[config.mk]
export PLATFORM = sky130hd
export DESIGN_NAME = wav_pcm_header_parser
export DESIGN_NICKNAME = d
export VERILOG_FILES = /design/src/sv/wpp_pkg.sv /design/src/sv/wpp_fifo.sv /design/src/sv/wpp_parse.sv /design/src/sv/wav_pcm_header_parser.sv
export SDC_FILE = /design/constraint.sdc
export NUM_CORES = 1
export LEC_CHECK = 0
export BUFFER_PORTS_ARGS = -buffer_cell sky130_fd_sc_hd__clkbuf_2
export CAP_MARGIN = 20
export CORE_ASPECT_RATIO = 0.5
export CORE_MARGIN = 2
export CORE_UTILIZATION = 30
export CTS_CLUSTER_DIAMETER = 120
export CTS_CLUSTER_SIZE = 16
export DETAILED_ROUTE_END_ITERATION = 10
export PLACE_DENSITY_LB_ADDON = 0.1
export SLEW_MARGIN = 25
export SYNTH_ARGS = -nofsm -noshare
export SYNTH_HDL_FRONTEND = slang
export SYNTH_HIERARCHICAL = 1
export SYNTH_SLANG_ARGS = --single-unit
[constraint.sdc]
create_clock -name clk -period 6.03 [get_ports clk]
set_input_delay 0.603 -clock clk [delete_from_list [all_inputs] [get_ports clk]]
set_output_delay 0.603 -clock clk [all_outputs]
set_load 0.03 [all_outputs]
[src/sv/wpp_pkg.sv]
package wpp_pkg;

  typedef struct packed {
    logic [7:0] in_byte;
    logic       end_of_file;
  } wpp_in_t;

  typedef struct packed {
    logic        is_status;
    logic [7:0]  data_byte;
    logic [2:0]  status;
    logic [29:0] pair_count;
    logic        last;
  } wpp_out_t;

  typedef enum logic [2:0] {
    PH_HEADER,
    PH_CHUNK_HDR,
    PH_FMT,
    PH_SKIP,
    PH_DATA,
    PH_DONE
  } wpp_phase_t;

  localparam logic [2:0] ST_OK          = 3'd0;
  localparam logic [2:0] ST_SHORT_HDR   = 3'd1;
  localparam logic [2:0] ST_NOT_WAVE    = 3'd2;
  localparam logic [2:0] ST_NO_CHUNK    = 3'd3;
  localparam logic [2:0] ST_UNSUPPORTED = 3'd4;
  localparam logic [2:0] ST_EMPTY       = 3'd5;
  localparam logic [2:0] ST_TRUNCATED   = 3'd6;

  localparam logic [31:0] TAG_RIFF = 32'h5249_4646;
  localparam logic [31:0] TAG_WAVE = 32'h5741_5645;
  localparam logic [31:0] TAG_FMT  = 32'h666D_7420;
  localparam logic [31:0] TAG_DATA = 32'h6461_7461;

  localparam logic [5:0]  FMT_READ_MAX = 6'd32;
  localparam logic [31:0] FMT_MIN_LEN  = 32'd16;
  localparam logic [5:0]  HDR_BYTES    = 6'd12;
  localparam logic [5:0]  CHUNK_BYTES  = 6'd8;

  localparam logic [31:0] MAX_DATA_RESET = 32'd8388608;

endpackage

[src/sv/wpp_fifo.sv]
module wpp_fifo #(
  parameter int unsigned DEPTH = 4
) (
  input  logic              clk,
  input  logic              rst_n,
  input  logic              push0,
  input  wpp_pkg::wpp_out_t push0_data,
  input  logic              push1,
  input  wpp_pkg::wpp_out_t push1_data,
  input  logic              pop,
  output logic              not_empty,
  output logic              room_two,
  output wpp_pkg::wpp_out_t head
);
  import wpp_pkg::*;

  localparam int unsigned AW = (DEPTH > 1) ? $clog2(DEPTH) : 1;
  localparam int unsigned CW = $clog2(DEPTH + 1);
  localparam logic [AW-1:0] LAST_PTR = AW'(DEPTH - 1);
  localparam logic [CW-1:0] ROOM_LIMIT = CW'(DEPTH - 2);

  wpp_out_t entry_r [DEPTH];
  logic [AW-1:0] wr_ptr_r, wr_ptr_nxt, wr_ptr_inc;
  logic [AW-1:0] rd_ptr_r, rd_ptr_nxt;
  logic [CW-1:0] count_r, count_nxt;

  function automatic logic [AW-1:0] ptr_inc(input logic [AW-1:0] p);
    ptr_inc = (p == LAST_PTR) ? '0 : p + AW'(1);
  endfunction

  assign wr_ptr_inc = ptr_inc(wr_ptr_r);
  assign not_empty  = (count_r != '0);
  assign room_two   = (count_r <= ROOM_LIMIT);
  assign head       = entry_r[rd_ptr_r];

  always_comb begin
    wr_ptr_nxt = wr_ptr_r;
    if (push0 && push1) begin
      wr_ptr_nxt = ptr_inc(wr_ptr_inc);
    end else if (push0) begin
      wr_ptr_nxt = wr_ptr_inc;
    end
    rd_ptr_nxt = pop ? ptr_inc(rd_ptr_r) : rd_ptr_r;
    count_nxt  = count_r + CW'(push0) + CW'(push1) - CW'(pop);
  end

  always_ff @(posedge clk) begin
    if (!rst_n) begin
      wr_ptr_r <= '0;
      rd_ptr_r <= '0;
      count_r  <= '0;
    end else begin
      wr_ptr_r <= wr_ptr_nxt;
      rd_ptr_r <= rd_ptr_nxt;
      count_r  <= count_nxt;
    end
  end

  always_ff @(posedge clk) begin
    if (push0) begin
      entry_r[wr_ptr_r] <= push0_data;
    end
    if (push1) begin
      entry_r[wr_ptr_inc] <= push1_data;
    end
  end

endmodule

[src/sv/wpp_parse.sv]
module wpp_parse (
  input  logic              clk,
  input  logic              rst_n,
  input  logic              accept,
  input  wpp_pkg::wpp_in_t  in_data,
  input  logic [31:0]       max_data_bytes,
  output logic              res0_valid,
  output wpp_pkg::wpp_out_t res0,
  output logic              res1_valid,
  output wpp_pkg::wpp_out_t res1
);
  import wpp_pkg::*;

  wpp_phase_t  phase_r, phase_nxt;
  logic [5:0]  field_bytes_r, field_bytes_nxt, fb_inc;
  logic [31:0] chunk_tag_r, chunk_tag_nxt, tag_shift;
  logic [31:0] chunk_length_r, chunk_length_nxt, len_new;
  logic [32:0] skip_left_r, skip_left_nxt, skip_dec;
  logic [15:0] format_code_r, format_code_nxt;
  logic [15:0] channel_count_r, channel_count_nxt;
  logic [15:0] sample_bits_r, sample_bits_nxt;
  logic        format_seen_r, format_seen_nxt;
  logic [31:0] data_left_r, data_left_nxt, left_dec;
  logic [31:0] data_taken_r, data_taken_nxt, taken_inc;
  logic        header_ok_r, header_ok_nxt;
  logic [31:0] want;
  logic [7:0]  b;
  logic        p_v, q_v, e_v;
  wpp_out_t    p, q, e;

  function automatic logic [5:0] fmt_rd(input logic [31:0] len);
    fmt_rd = (len < 32'(FMT_READ_MAX)) ? len[5:0] : FMT_READ_MAX;
  endfunction

  function automatic logic [32:0] fmt_skip(input logic [31:0] len);
    fmt_skip = {1'b0, len - {26'd0, fmt_rd(len)}} + {32'd0, len[0]};
  endfunction

  function automatic wpp_out_t status_word(input logic [2:0] code,
                                           input logic [29:0] pairs);
    wpp_out_t w;
    w.is_status  = 1'b1;
    w.data_byte  = '0;
    w.status     = code;
    w.pair_count = pairs;
    w.last       = 1'b0;
    status_word = w;
  endfunction

  assign b         = in_data.in_byte;
  assign fb_inc    = field_bytes_r + 6'd1;
  assign tag_shift = {chunk_tag_r[23:0], b};
  assign skip_dec  = (skip_left_r != '0) ? skip_left_r - 33'd1 : skip_left_r;
  assign left_dec  = (data_left_r != '0) ? data_left_r - 32'd1 : data_left_r;
  assign taken_inc = data_taken_r + 32'd1;

  always_comb begin
    len_new = chunk_length_r;
    case (field_bytes_r[1:0])
      2'd0:    len_new[7:0]   = chunk_length_r[7:0]   | b;
      2'd1:    len_new[15:8]  = chunk_length_r[15:8]  | b;
      2'd2:    len_new[23:16] = chunk_length_r[23:16] | b;
      default: len_new[31:24] = chunk_length_r[31:24] | b;
    endcase
    want = (len_new < max_data_bytes) ? len_new : max_data_bytes;
    want[0] = 1'b0;
  end

  always_comb begin
    phase_nxt         = phase_r;
    field_bytes_nxt   = field_bytes_r;
    chunk_tag_nxt     = chunk_tag_r;
    chunk_length_nxt  = chunk_length_r;
    skip_left_nxt     = skip_left_r;
    format_code_nxt   = format_code_r;
    channel_count_nxt = channel_count_r;
    sample_bits_nxt   = sample_bits_r;
    format_seen_nxt   = format_seen_r;
    data_left_nxt     = data_left_r;
    data_taken_nxt    = data_taken_r;
    header_ok_nxt     = header_ok_r;
    p_v = 1'b0;
    q_v = 1'b0;
    e_v = 1'b0;
    p   = status_word(ST_OK, '0);
    q   = status_word(ST_OK, '0);
    e   = status_word(ST_OK, '0);

    unique case (phase_r)
      PH_HEADER: begin
        chunk_tag_nxt   = tag_shift;
        field_bytes_nxt = fb_inc;
        if (field_bytes_r == 6'd3) begin
          header_ok_nxt = (tag_shift == TAG_RIFF);
        end
        if (fb_inc >= HDR_BYTES) begin
          if (header_ok_nxt && tag_shift == TAG_WAVE) begin
            phase_nxt        = PH_CHUNK_HDR;
            field_bytes_nxt  = '0;
            chunk_tag_nxt    = '0;
            chunk_length_nxt = '0;
          end else begin
            p_v       = 1'b1;
            p         = status_word(ST_NOT_WAVE, '0);
            phase_nxt = PH_DONE;
          end
        end
      end
      PH_CHUNK_HDR: begin
        field_bytes_nxt = fb_inc;
        if (field_bytes_r < 6'd4) begin
          chunk_tag_nxt = tag_shift;
        end else begin
          chunk_length_nxt = len_new;
        end
        if (fb_inc >= CHUNK_BYTES) begin
          field_bytes_nxt = '0;
          if (chunk_tag_r == TAG_FMT) begin
            phase_nxt = PH_FMT;
            if (len_new == '0) begin
              phase_nxt        = PH_CHUNK_HDR;
              chunk_tag_nxt    = '0;
              chunk_length_nxt = '0;
            end
          end else if (chunk_tag_r == TAG_DATA) begin
            if (!format_seen_r) begin
              p_v       = 1'b1;
              p         = status_word(ST_NO_CHUNK, '0);
              phase_nxt = PH_DONE;
            end else if (!(format_code_r == 16'd1 && channel_count_r == 16'd2 &&
                           sample_bits_r == 16'd16)) begin
              p_v       = 1'b1;
              p         = status_word(ST_UNSUPPORTED, '0);
              phase_nxt = PH_DONE;
            end else if (want == '0) begin
              p_v       = 1'b1;
              p         = status_word(ST_EMPTY, '0);
              phase_nxt = PH_DONE;
            end else begin
              data_left_nxt  = want;
              data_taken_nxt = '0;
              phase_nxt      = PH_DATA;
            end
          end else begin
            skip_left_nxt = {1'b0, len_new} + {32'd0, len_new[0]};
            if (len_new != '0) begin
              phase_nxt = PH_SKIP;
            end else begin
              phase_nxt        = PH_CHUNK_HDR;
              chunk_tag_nxt    = '0;
              chunk_length_nxt = '0;
            end
          end
        end
      end
      PH_FMT: begin
        if (chunk_length_r >= FMT_MIN_LEN) begin
          case (field_bytes_r)
            6'd0:    format_code_nxt[7:0]    = b;
            6'd1:    format_code_nxt[15:8]   = b;
            6'd2:    channel_count_nxt[7:0]  = b;
            6'd3:    channel_count_nxt[15:8] = b;
            6'd14:   sample_bits_nxt[7:0]    = b;
            6'd15:   sample_bits_nxt[15:8]   = b;
            default: ;
          endcase
        end
        field_bytes_nxt = fb_inc;
        if (fb_inc >= fmt_rd(chunk_length_r)) begin
          if (chunk_length_r >= FMT_MIN_LEN) begin
            format_seen_nxt = 1'b1;
          end
          skip_left_nxt = fmt_skip(chunk_length_r);
          if (fmt_skip(chunk_length_r) != '0) begin
            phase_nxt = PH_SKIP;
          end else begin
            phase_nxt        = PH_CHUNK_HDR;
            field_bytes_nxt  = '0;
            chunk_tag_nxt    = '0;
            chunk_length_nxt = '0;
          end
        end
      end
      PH_SKIP: begin
        skip_left_nxt = skip_dec;
        if (skip_dec == '0) begin
          phase_nxt        = PH_CHUNK_HDR;
          field_bytes_nxt  = '0;
          chunk_tag_nxt    = '0;
          chunk_length_nxt = '0;
        end
      end
      PH_DATA: begin
        p_v            = 1'b1;
        p              = status_word(ST_OK, '0);
        p.is_status    = 1'b0;
        p.data_byte    = b;
        data_taken_nxt = taken_inc;
        data_left_nxt  = left_dec;
        if (left_dec == '0) begin
          q_v       = 1'b1;
          q         = status_word(ST_OK, taken_inc[31:2]);
          phase_nxt = PH_DONE;
        end
      end
      default: ;
    endcase

    if (in_data.end_of_file) begin
      unique case (phase_nxt)
        PH_HEADER, PH_FMT: begin
          e_v = 1'b1;
          e   = status_word(ST_SHORT_HDR, '0);
        end
        PH_CHUNK_HDR, PH_SKIP: begin
          e_v = 1'b1;
          e   = status_word(ST_NO_CHUNK, '0);
        end
        PH_DATA: begin
          e_v = 1'b1;
          e   = status_word(ST_TRUNCATED, '0);
        end
        default: ;
      endcase
      phase_nxt         = PH_HEADER;
      field_bytes_nxt   = '0;
      chunk_tag_nxt     = '0;
      chunk_length_nxt  = '0;
      skip_left_nxt     = '0;
      format_code_nxt   = '0;
      channel_count_nxt = '0;
      sample_bits_nxt   = '0;
      format_seen_nxt   = 1'b0;
      data_left_nxt     = '0;
      data_taken_nxt    = '0;
      header_ok_nxt     = 1'b0;
    end
  end

  // A status word that ends the data never meets an end-of-file status,
  // so at most two words leave for one byte.
  always_comb begin
    res0_valid = p_v;
    res0       = p;
    res1_valid = q_v;
    res1       = q;
    if (e_v) begin
      if (!p_v) begin
        res0_valid = 1'b1;
        res0       = e;
      end else begin
        res1_valid = 1'b1;
        res1       = e;
      end
    end
    if (res1_valid) begin
      res1.last = 1'b1;
    end else begin
      res0.last = 1'b1;
    end
  end

  always_ff @(posedge clk) begin
    if (!rst_n) begin
      phase_r         <= PH_HEADER;
      field_bytes_r   <= '0;
      chunk_tag_r     <= '0;
      chunk_length_r  <= '0;
      skip_left_r     <= '0;
      format_code_r   <= '0;
      channel_count_r <= '0;
      sample_bits_r   <= '0;
      format_seen_r   <= 1'b0;
      data_left_r     <= '0;
      data_taken_r    <= '0;
      header_ok_r     <= 1'b0;
    end else if (accept) begin
      phase_r         <= phase_nxt;
      field_bytes_r   <= field_bytes_nxt;
      chunk_tag_r     <= chunk_tag_nxt;
      chunk_length_r  <= chunk_length_nxt;
      skip_left_r     <= skip_left_nxt;
      format_code_r   <= format_code_nxt;
      channel_count_r <= channel_count_nxt;
      sample_bits_r   <= sample_bits_nxt;
      format_seen_r   <= format_seen_nxt;
      data_left_r     <= data_left_nxt;
      data_taken_r    <= data_taken_nxt;
      header_ok_r     <= header_ok_nxt;
    end
  end

endmodule

[src/sv/wav_pcm_header_parser.sv]
// Words caused by an accepted byte are registered in the output queue before they are offered.
// Throughput: one byte per cycle while in_stall is low; the output queue drains one word per
// cycle while out_stall is low, so a byte that ends the data leaves two words to drain.
// Input stalls while the output queue has fewer than two free entries.
// Reset is synchronous and active low: it clears the parse state and the queue, and
// sets the data byte cap to 8388608.
module wav_pcm_header_parser #(
  parameter int unsigned FIFO_DEPTH = 4
) (
  input  logic              clk,
  input  logic              rst_n,
  input  logic              in_valid,
  output logic              in_stall,
  input  wpp_pkg::wpp_in_t  in_data,
  output logic              out_valid,
  input  logic              out_stall,
  output wpp_pkg::wpp_out_t out_data,
  input  logic              cfg_wr_en,
  input  logic [31:0]       cfg_wr_data
);
  import wpp_pkg::*;

  logic [31:0] max_data_bytes_r;
  logic        accept;
  logic        room_two;
  logic        res0_valid, res1_valid;
  wpp_out_t    res0, res1;

  assign in_stall = !room_two;
  assign accept   = in_valid && room_two;

  always_ff @(posedge clk) begin
    if (!rst_n) begin
      max_data_bytes_r <= MAX_DATA_RESET;
    end else if (cfg_wr_en) begin
      max_data_bytes_r <= cfg_wr_data;
    end
  end

  wpp_parse u_parse (
    .clk            (clk),
    .rst_n          (rst_n),
    .accept         (accept),
    .in_data        (in_data),
    .max_data_bytes (max_data_bytes_r),
    .res0_valid     (res0_valid),
    .res0           (res0),
    .res1_valid     (res1_valid),
    .res1           (res1)
  );

  wpp_fifo #(
    .DEPTH (FIFO_DEPTH)
  ) u_fifo (
    .clk        (clk),
    .rst_n      (rst_n),
    .push0      (accept && res0_valid),
    .push0_data (res0),
    .push1      (accept && res1_valid),
    .push1_data (res1),
    .pop        (out_valid && !out_stall),
    .not_empty  (out_valid),
    .room_two   (room_two),
    .head       (out_data)
  );

endmodule

# Yosys cells after proc, flatten, opt, wreduce, memory -nomap -nowiden
# Memory sizes are Yosys's and may differ from the RTL's. A register that Yosys moved wholly into a read port is not among the register bits.
# Cells that the tools add are included.
[totals]
elab_cells = 282
regBits = 259
memories = 1
mem_bits_rw = 172
in_bits = 46
mem_bits_ro = 0
output_inout_bits = 45
latchBits = 0
[classes]
n_bitwise = 4
n_lt_le_gt_ge = 8
muxes = 146
n_shift = 0
n_mul = 0
add_sub_neg = 13
n_reduce_logical = 54
eq_ne = 37
div_mod_pow = 0
[mem_list]
columns = ["name", "words", "word_bits", "rd", "rd_ports_with_merged_regs", "wr", "line_no", "text"]
rows = [
  ["u_fifo.entry_r", 4, 43, 1, 1, 2, "wpp_fifo.sv:22", "wpp_out_t entry_r [DEPTH];"],
]
[ops]
columns = ["cell", "count"]
rows = [
  ["2-to-1 mux 32 bit", 37],
  ["2-to-1 mux 43 bit", 12],
  ["case mux 32 bit (4 select lines)", 2],
  ["2-to-1 mux 33 bit", 7],
  ["2-to-1 mux 16 bit", 9],
  ["case mux 43 bit (3 select lines)", 1],
  ["equality test 32 x 31 -> 1 bit (second input constant)", 4],
  ["case mux 32 bit (2 select lines)", 2],
  ["case mux 34 bit (3 select lines)", 1],
  ["case mux 33 bit (3 select lines)", 1],
  ["logical NOT 32 bit", 3],
  ["2-to-1 mux 8 bit", 10],
  ["adder 32 x 1 -> 33 bit", 2],
  ["nonzero test 33 bit", 2],
  ["nonzero test 32 bit", 2],
  ["2-to-1 mux 6 bit", 8],
  ["2-to-1 mux 34 bit", 1],
  ["logical NOT 33 bit", 1],
  ["2-to-1 mux 3 bit", 11],
  ["subtractor 33 x 1 -> 33 bit (second input constant)", 1],
  ["adder 32 x 1 -> 32 bit (second input constant)", 1],
  [">= comparator 32 x 5 -> 1 bit (second input constant)", 1],
  ["< comparator 32 bit", 1],
  ["< comparator 32 x 6 -> 1 bit (second input constant)", 1],
  ["other kinds (49)", 141],
]

# Logic depth before layout (Yosys ltp)
# Gate-level depths: netlist of run 1.
[depth]
depth_word = 22
mapped_depth = 27
ltp_nobuf = 25

# Modules after synthesis
# Netlist of run 1, hierarchy kept.
[by_module_without_submodules]
columns = ["module", "seq_area_each_um2", "area_per_inst_um2", "cells_each", "instances"]
rows = [
  ["wpp_parse", 4404.2, 17590.6, 2467, 1],
  ["wpp_fifo", 5345.1, 9606.7, 472, 1],
  ["wav_pcm_header_parser", 640.6, 1270.0, 108, 1],
]

# Least setup slack after synthesis of run 1
# No wires, ideal clock.
[synth_path]
path_type = "register to register"
start = "reg u_parse.chunk_length_r[10]"
end = "mem u_fifo/entry_r[1][0] (netlist bit) (enable)"
stages_incl_launch_ff = 23
period_less_slack_ns = 5.608
slack_ns = 0.422
arrival_time_ns = 5.207
cell_sequence = "dfxtp_1 clkbuf_1 nor3_1 and4_1 clkbuf_1 nand3_1 clkinv_1 and2_1 ha_1 nand2b_1 a21o_1 a21o_1 a41oi_1 o21ai_0 o31a_1 o31ai_1 nand3_1 o21ai_0 and3_1 buf_6 nand2_8 buf_12 nand2_1"
[synth_rtl]
columns = ["element", "line_no", "text"]
rows = [
  ["start: declaration", "wpp_parse.sv:17", "logic [31:0] chunk_length_r, chunk_length_nxt, len_new;"],
  ["start signal: assignment", "wpp_parse.sv:281", "chunk_length_r <= chunk_length_nxt;"],
  ["end: declaration", "wpp_fifo.sv:22", ""],
]

# Worst setup path after layout of run 1
[layout_path]
start = "reg u_parse.chunk_length_r[16]"
end = "reg u_parse.chunk_tag_r[5]"
[layout_via]
elab_chain_cells = 9
word_cells_on_any_way = 20
cone_classes = "add/sub: 2; order compare: 2; eq/ne: 2; mux: 9; bitwise: 1; reduce/logical: 4"
[layout_rtl]
columns = ["element", "line_no", "text"]
rows = [
  ["branches (longest 9 deep; another with adder 32 x 1 -> 33 bit)", "--", ""],
  ["end signal: assignment", "wpp_parse.sv:280", "chunk_tag_r <= chunk_tag_nxt;"],
  ["end: declaration", "wpp_parse.sv:16", "logic [31:0] chunk_tag_r, chunk_tag_nxt, tag_shift;"],
]
# Several ways; the timed one is not identified.
# A chain may end at the register's enable or synchronous reset.

==> impl_metrics.env, run 1 <==
export IMPL_clock_fmax_mhz=176
export IMPL_hp_class="input port to register"
export IMPL_worstPathCellList="nor2_1, and4_1, nand3_1, buf_4, nand2_1, ha_1, buf_4, or3_1, a21oi_1, and3_1, nor3_1, xor2_1, or3_1, or4_1, nor3_1, and4_1, nand3_2, a311o_1, o22ai_1"
export IMPL_drc=0
export IMPL_cts_root_buf="clkbuf_16"
export IMPL_numCtsBuffers=31
export IMPL_vdd_drop_max_v=0.000223
export IMPL_grt_overflow=0
export IMPL_ant_nets=0
export IMPL_p_leak_nw=12.3
export IMPL_crit_required_ps=6600
export IMPL_grt_max_degree=94
export IMPL_slowest_stage="a311o_1"
export IMPL_min_period_ps=5680
export IMPL_die_area_um2=97500
export IMPL_die_y_um=222
export IMPL_met3_length_um=3970
export IMPL_initial_core_util_pct=30.4
export IMPL_clkPwrFrac_pct=23.9
export IMPL_grt_use_total_pct=20.8
export IMPL_combPwrFrac_pct=38.7
export IMPL_p_per_area_nw_per_um2=280
export IMPL_first_iter_violations=2121
export IMPL_cts_htree_levels=1
export IMPL_maxUsedRoutingLayer="met4"
export IMPL_synth_cells=3047
export IMPL_yosysUniqueCellTypes=98
export IMPL_period_share_pct=94.2
export IMPL_critPathCaptureType="register"
export IMPL_layout_nets=3241
export IMPL_yosys_warnings=6
export IMPL_placed_area_um2=30700
export IMPL_clockBufferDepth=3
export IMPL_synth_edf_count=172
export IMPL_routed_via_density=5.39
export IMPL_die_x_um=440
export IMPL_final_common_cell="nor2_1"
export IMPL_tritoncts="built"
export IMPL_p_seq_share_pct=37.4
export IMPL_setup_violations=0
export IMPL_grt_pass1_wl_um=155000
export IMPL_area_delta_synth_final_pct=11.1
export IMPL_path_clk_slew_ps=90
export IMPL_io_pins=91
export IMPL_maxSlewViolCount=0
export IMPL_dp_hpwl_um=75200
export IMPL_sw_frac_of_total_pct=39.3
export IMPL_syn_avg_cell_area_um2=9.34
export IMPL_wl_per_cell_um=23.6
export IMPL_clock_sinks=433
export IMPL_worstPathArrival_ps=6250
export IMPL_status="finished, final reports clean"
export IMPL_start_kind="register"
export IMPL_switchingPower_mw=3.48
export IMPL_worstPathMaxFanout=11
export IMPL_via_count=23800
export IMPL_tns_ps=0
export IMPL_wl_met1_um=49600
export IMPL_rows=79
export IMPL_core_area_um2=93500
export IMPL_crit_type="register to register"
export IMPL_yosysSeqAreaShare_pct=36.5
export IMPL_gp_congestion=0.934
export IMPL_mostFrequentLayoutCells="nor2_1 (299), nand2_1 (259), dfxtp_1 (258)"
export IMPL_clock_latency_ps=670
export IMPL_antenna_found_initial=2
export IMPL_postLayoutCellArea_um2=31600
export IMPL_critical_path_max_stage_delay_ps=640
export IMPL_wl_met2_um=48000
export IMPL_slew_headroom_pct=31.1
export IMPL_io_buffers=90
export IMPL_drt_wl_total_um=104000
export IMPL_synthArstFlopShare_pct=0
export IMPL_hold_violations=0
export IMPL_synth_area_um2=28500
export IMPL_synthFlopType="dfxtp_1"
export IMPL_drive_gt1_share_pct=19.9
export IMPL_dr_pass1_iters=5
export IMPL_cap_violations=0
export IMPL_grt_pass1_vias=23100
export IMPL_holdBufCountCts=0
export IMPL_synth_seq_cells=433
export IMPL_worst_slew_pin_slew_ps=1030
export IMPL_internal_power_mw=5.37
export IMPL_clock_skew_final_ps=49.5
export IMPL_rsz0062_at_grt="false"
[power groups by stage]
stage | logic [mW] | registers (mW) | clock network (mW)
floorplan | 2.31 | 3.31 | 0
global placement | 3.38 | 3.41 | 0
detailed placement | 3.41 | 3.38 | 0
CTS | 3.43 | 3.31 | 2.20
global route | 3.68 | 3.33 | 2.30
finish | 3.42 | 3.31 | 2.11
[sequential cells by signal, indices dropped and copies added (netlist names), 6 cells and up, named ones only]
name / cells
u_parse/channel_count_r: 16
u_parse/data_left_r: 32
u_parse/format_code_r: 16
u_parse/skip_left_r: 33
u_fifo/entry_r: 172
u_parse/field_bytes_r: 6
u_parse/chunk_length_r: 32
u_parse/data_taken_r: 32
max_data_bytes_r: 32
u_parse/chunk_tag_r: 32
u_parse/sample_bits_r: 16
[cell usage after synthesis, drive strengths merged (21+ instances only)]
cell      n  area (um^2)
a21o     21          158
a21oi   185          937
a22oi    69          518
and2     25          156
and3     33          211
buf     103          888
clkbuf  149          559
dfxtp   261         5230
edfxtp  172         5160
ha       57          713
inv     109          409
mux2    173         2530
mux2i    46          460
mux4     43          980
nand2   268         1070
nand3    81          415
nand4    57          357
nor2    304         1140
nor2b    41          257
nor3     92          505
nor4     70          493
o211ai   48          365
o21a     21          158
o21ai   134          671
o221a    32          360
or3      39          244
or4      23          184
xnor2    98          858
xor2     42          375
[final timing paths]
| check | from | slack (ps) | endpoint | cells past startpoint |
|---|---|---|---|---|
| worst max register to register | u_parse/chunk_length_r[16] | 350 | u_parse/chunk_tag_r[5] | 19 |
| worst min-delay path | cfg_wr_data[23] | 180 | max_data_bytes_r[23] | 3 |
| worst max-delay path | u_parse/chunk_length_r[16] | 350 | u_parse/chunk_tag_r[5] | 19 |
| worst min register to register | u_parse/format_code_r[6] | 460 | u_parse/format_code_r[6] | 2 |
[kinds of logic after synthesis]
| kind of cell | share of synthesized area (%) |
|---|---|
| multiplexers | 14.0 |
| XOR/XNOR | 4.33 |
| AND/OR/NAND/NOR | 20.0 |
| AO/OA/AOI/OAI | 16.0 |
| buffers and inverters | 6.56 |
| flip-flops | 36.5 |
| adder cells (fa/ha/maj) | 2.65 |
| other | 0.0264 |
[metal layers]
layer | vias up | track usage, %
li1 | 11300 | -
met1 | 11800 | 29.5
met2 | 504 | 34.0
met3 | 116 | 2.25
met4 | 0 | 4.66
met5 | - | 0
[final cells by class]
class | count | area [um^2]
fillers | 9817 | 61900
clock buffers | 48 | 840
flip-flops and latches | 433 | 10400
repair buffers | 269 | 1920
inverters | 112 | 425
multi-input cells | 2289 | 16400
diodes | 1 | 2.50
clock inverters | 2 | 36.3
well taps | 1255 | 1570
[through the flow]
step / instances / setup slack (ps) / util (%) / power, mW / hold WS, ps
floorplan: 3086 / 422 / - / 5.61 / 427
global placement: 4356 / 44.6 / 32.8 / 6.79 / 441
detailed placement: 4357 / 84.5 / 32.8 / 6.80 / 447
CTS: 4407 / 168 / 33.8 / 8.94 / 151
global route: 4409 / 46.4 / 33.8 / 9.31 / 156
finish: 4409 / 349 / 33.8 / 8.85 / 180
[worst max-delay path: cells and delay by family, from the launching register on]
| kind | cells | cell delay [ps] |
|---|---|---|
| and+or+nand+nor | 12 | 3050 |
| AOI/OAI and AO/OA | 3 | 1120 |
| DFF | 1 | 530 |
| buffers and inverters | 2 | 380 |
| xor gates and xnor gates | 1 | 260 |
| adders and majority gates | 1 | 220 |
[timing repair]
action / CTS / global route
gates resized for setup: 0 / 6
buffers inserted: 0 / 1
endpoints found under the setup margin: 0 / 196
Power figures use the tool's default switching activity.
==> run 2: changes to the inputs <==
CORE_ASPECT_RATIO = 1.2   (was 0.5)
PLACE_DENSITY = 0.46   (was unset)
PLACE_DENSITY_LB_ADDON = unset   (was 0.1)
==> run 2 against run 1 <==
Net effect:
- worst setup slack better by 42 ps
- largest cell class unchanged
- critical path type unchanged
- final cell count down 0.34%
- maximum frequency is 0.74% higher
- critical endpoint is now u_fifo/count_r[2]
- routed wire length shrank 1.6%
- hold slack improved by 22 ps
==> impl_metrics.env, run 2 (synthesized netlist as in run 1, its figures left out) <==
export IMPL_status="finished, final reports clean"
export IMPL_layout_nets=3233
export IMPL_p_per_area_nw_per_um2=278
export IMPL_tritoncts="built"
export IMPL_drive_gt1_share_pct=19.7
export IMPL_grt_use_total_pct=20.4
export IMPL_drc=0
export IMPL_top_register="u_fifo/entry_r"
export IMPL_wl_met1_um=43600
export IMPL_p_total_mw=8.80
export IMPL_cp_common_cell="inv_1"
export IMPL_die_area_um2=97400
export IMPL_hp_class="input port to register"
export IMPL_tns_ps=0
export IMPL_antenna_found_initial=3
export IMPL_top_regs="u_fifo/entry_r (172), u_parse/skip_left_r (33)"
export IMPL_cap_violations=0
export IMPL_placed_area_um2=30700
export IMPL_numCtsBuffers=31
export IMPL_initial_core_util_pct=30.3
export IMPL_slew_headroom_pct=26.5
export IMPL_maxSlewViolCount=0
export IMPL_setup_violations=0
export IMPL_slowest_stage="fa_1"
export IMPL_finalCoreUtilization_pct=33.7
export IMPL_worst_path_buf_inv=5
export IMPL_maxUsedRoutingLayer="met5"
export IMPL_clock_fmax_mhz=177
export IMPL_core_area_um2=93900
export IMPL_critical_path_max_stage_delay_ps=380
export IMPL_cts_root_buf="clkbuf_16"
export IMPL_gp_congestion=0.967
export IMPL_grt_pass1_vias=23300
export IMPL_vdd_drop_max_v=0.000226
export IMPL_rr_startpoint="u_parse/field_bytes_r[0]"
export IMPL_cts_resized=0
export IMPL_drt_wl_total_um=102000
export IMPL_holdBufCountCts=0
export IMPL_die_y_um=341
export IMPL_reg2regPathDepth=26
export IMPL_clock_sinks=433
export IMPL_critPathCapture="u_fifo/count_r[2]"
export IMPL_crit_required_ps=6580
export IMPL_crit_type="register to register"
export IMPL_routed_via_density=5.41
export IMPL_start_kind="register"
export IMPL_min_period_ps=5640
export IMPL_via_count=23800
export IMPL_rsz0062_at_grt="false"
export IMPL_worst_slew_pin_slew_ps=1100
export IMPL_crit_cells=26
export IMPL_dp_hpwl_um=75200
export IMPL_critical_path_top_delay_family="compound AO/OA/AOI/OAI gates"
export IMPL_rows=123
export IMPL_clockBufferDepth=3
export IMPL_cts_htree_levels=1
export IMPL_p_leak_nw=12.3
export IMPL_die_x_um=285
export IMPL_startpoint="u_parse/field_bytes_r[0]"
export IMPL_period_share_pct=93.5
export IMPL_met3_length_um=4000
export IMPL_postLayoutCellArea_um2=31600
export IMPL_wl_met2_um=49700
export IMPL_clock_latency_ps=650
export IMPL_clock_skew_final_ps=64.0
export IMPL_grt_pass1_wl_um=153000
export IMPL_critPathCaptureType="register"
export IMPL_grt_max_degree=77
export IMPL_dr_pass1_iters=5
export IMPL_wl_per_cell_um=23.3
export IMPL_cts_setup_buffers=0
export IMPL_r2r_slack_ps=390
export IMPL_hold_violations=0
export IMPL_area_delta_synth_final_pct=11.0
export IMPL_final_common_cell="nor2_1"
export IMPL_mostFrequentLayoutCells="nor2_1 (300), nand2_1 (259), dfxtp_1 (257)"
export IMPL_ant_nets=0
export IMPL_path_clk_slew_ps=80
export IMPL_worstPathMaxFanout=6
export IMPL_worstReg2RegEnd="u_fifo/count_r[2]"
export IMPL_io_buffers=90
export IMPL_n_fill_cell=9869
export IMPL_worstPathArrival_ps=6190
export IMPL_io_pins=91
export IMPL_largest_reg_flops=172
export IMPL_grt_overflow=0
export IMPL_first_iter_violations=1801
## run 2: worst min path at each step
stage                                   from  cells past startpoint                        to  slack [ps]
floorplan           u_parse/format_code_r[0]                      2  u_parse/format_code_r[0]         430
global placement    u_parse/format_code_r[3]                      2  u_parse/format_code_r[3]         440
detailed placement       u_parse/header_ok_r                      2       u_parse/header_ok_r         450
CTS                          cfg_wr_data[23]                      3      max_data_bytes_r[23]         170
global route                 cfg_wr_data[19]                      3      max_data_bytes_r[19]         200
finish                       cfg_wr_data[23]                      3      max_data_bytes_r[23]         200
## run 2: layer usage
metal | GRT usage, % | vias to the layer above
met5 | 0 | -
met4 | 9.26 | 2
met3 | 1.88 | 193
met2 | 35.4 | 614
met1 | 25.7 | 11700
li1 | - | 11300
## run 2: report_power, final
group	switching (mW)	total (mW)	internal [mW]
combinational	2.22	3.46	1.24
sequential	0.118	3.30	3.18
clock	1.09	2.04	0.950
total	3.43	8.80	5.37
## run 2: worst min-delay path, stage by stage
cell	delay, ps
clkbuf_2	100
mux2i_1	60
nand2_1	60
## run 2: final cells by class
cell class | instances | area, um^2 | share of cell area [%]
Inverter | 112 | 425 | 1.35
Multi-Input combinational cell | 2289 | 16400 | 52.0
Timing Repair Buffer | 261 | 1930 | 6.10
Antenna cell | 1 | 2.50 | 0.00792
Clock buffer | 47 | 836 | 2.64
Sequential cell | 433 | 10400 | 32.9
Tap cell | 1250 | 1560 | 4.95
Clock inverter | 1 | 16.3 | 0.0515
## run 2: stage by stage
stage | setup slack, ps | instances | hold slack (ps)
floorplan | 422 | 3086 | 427
global placement | 148 | 4345 | 443
detailed placement | 70.2 | 4345 | 448
CTS | 164 | 4393 | 172
global route | 13.4 | 4394 | 197
finish | 391 | 4394 | 202
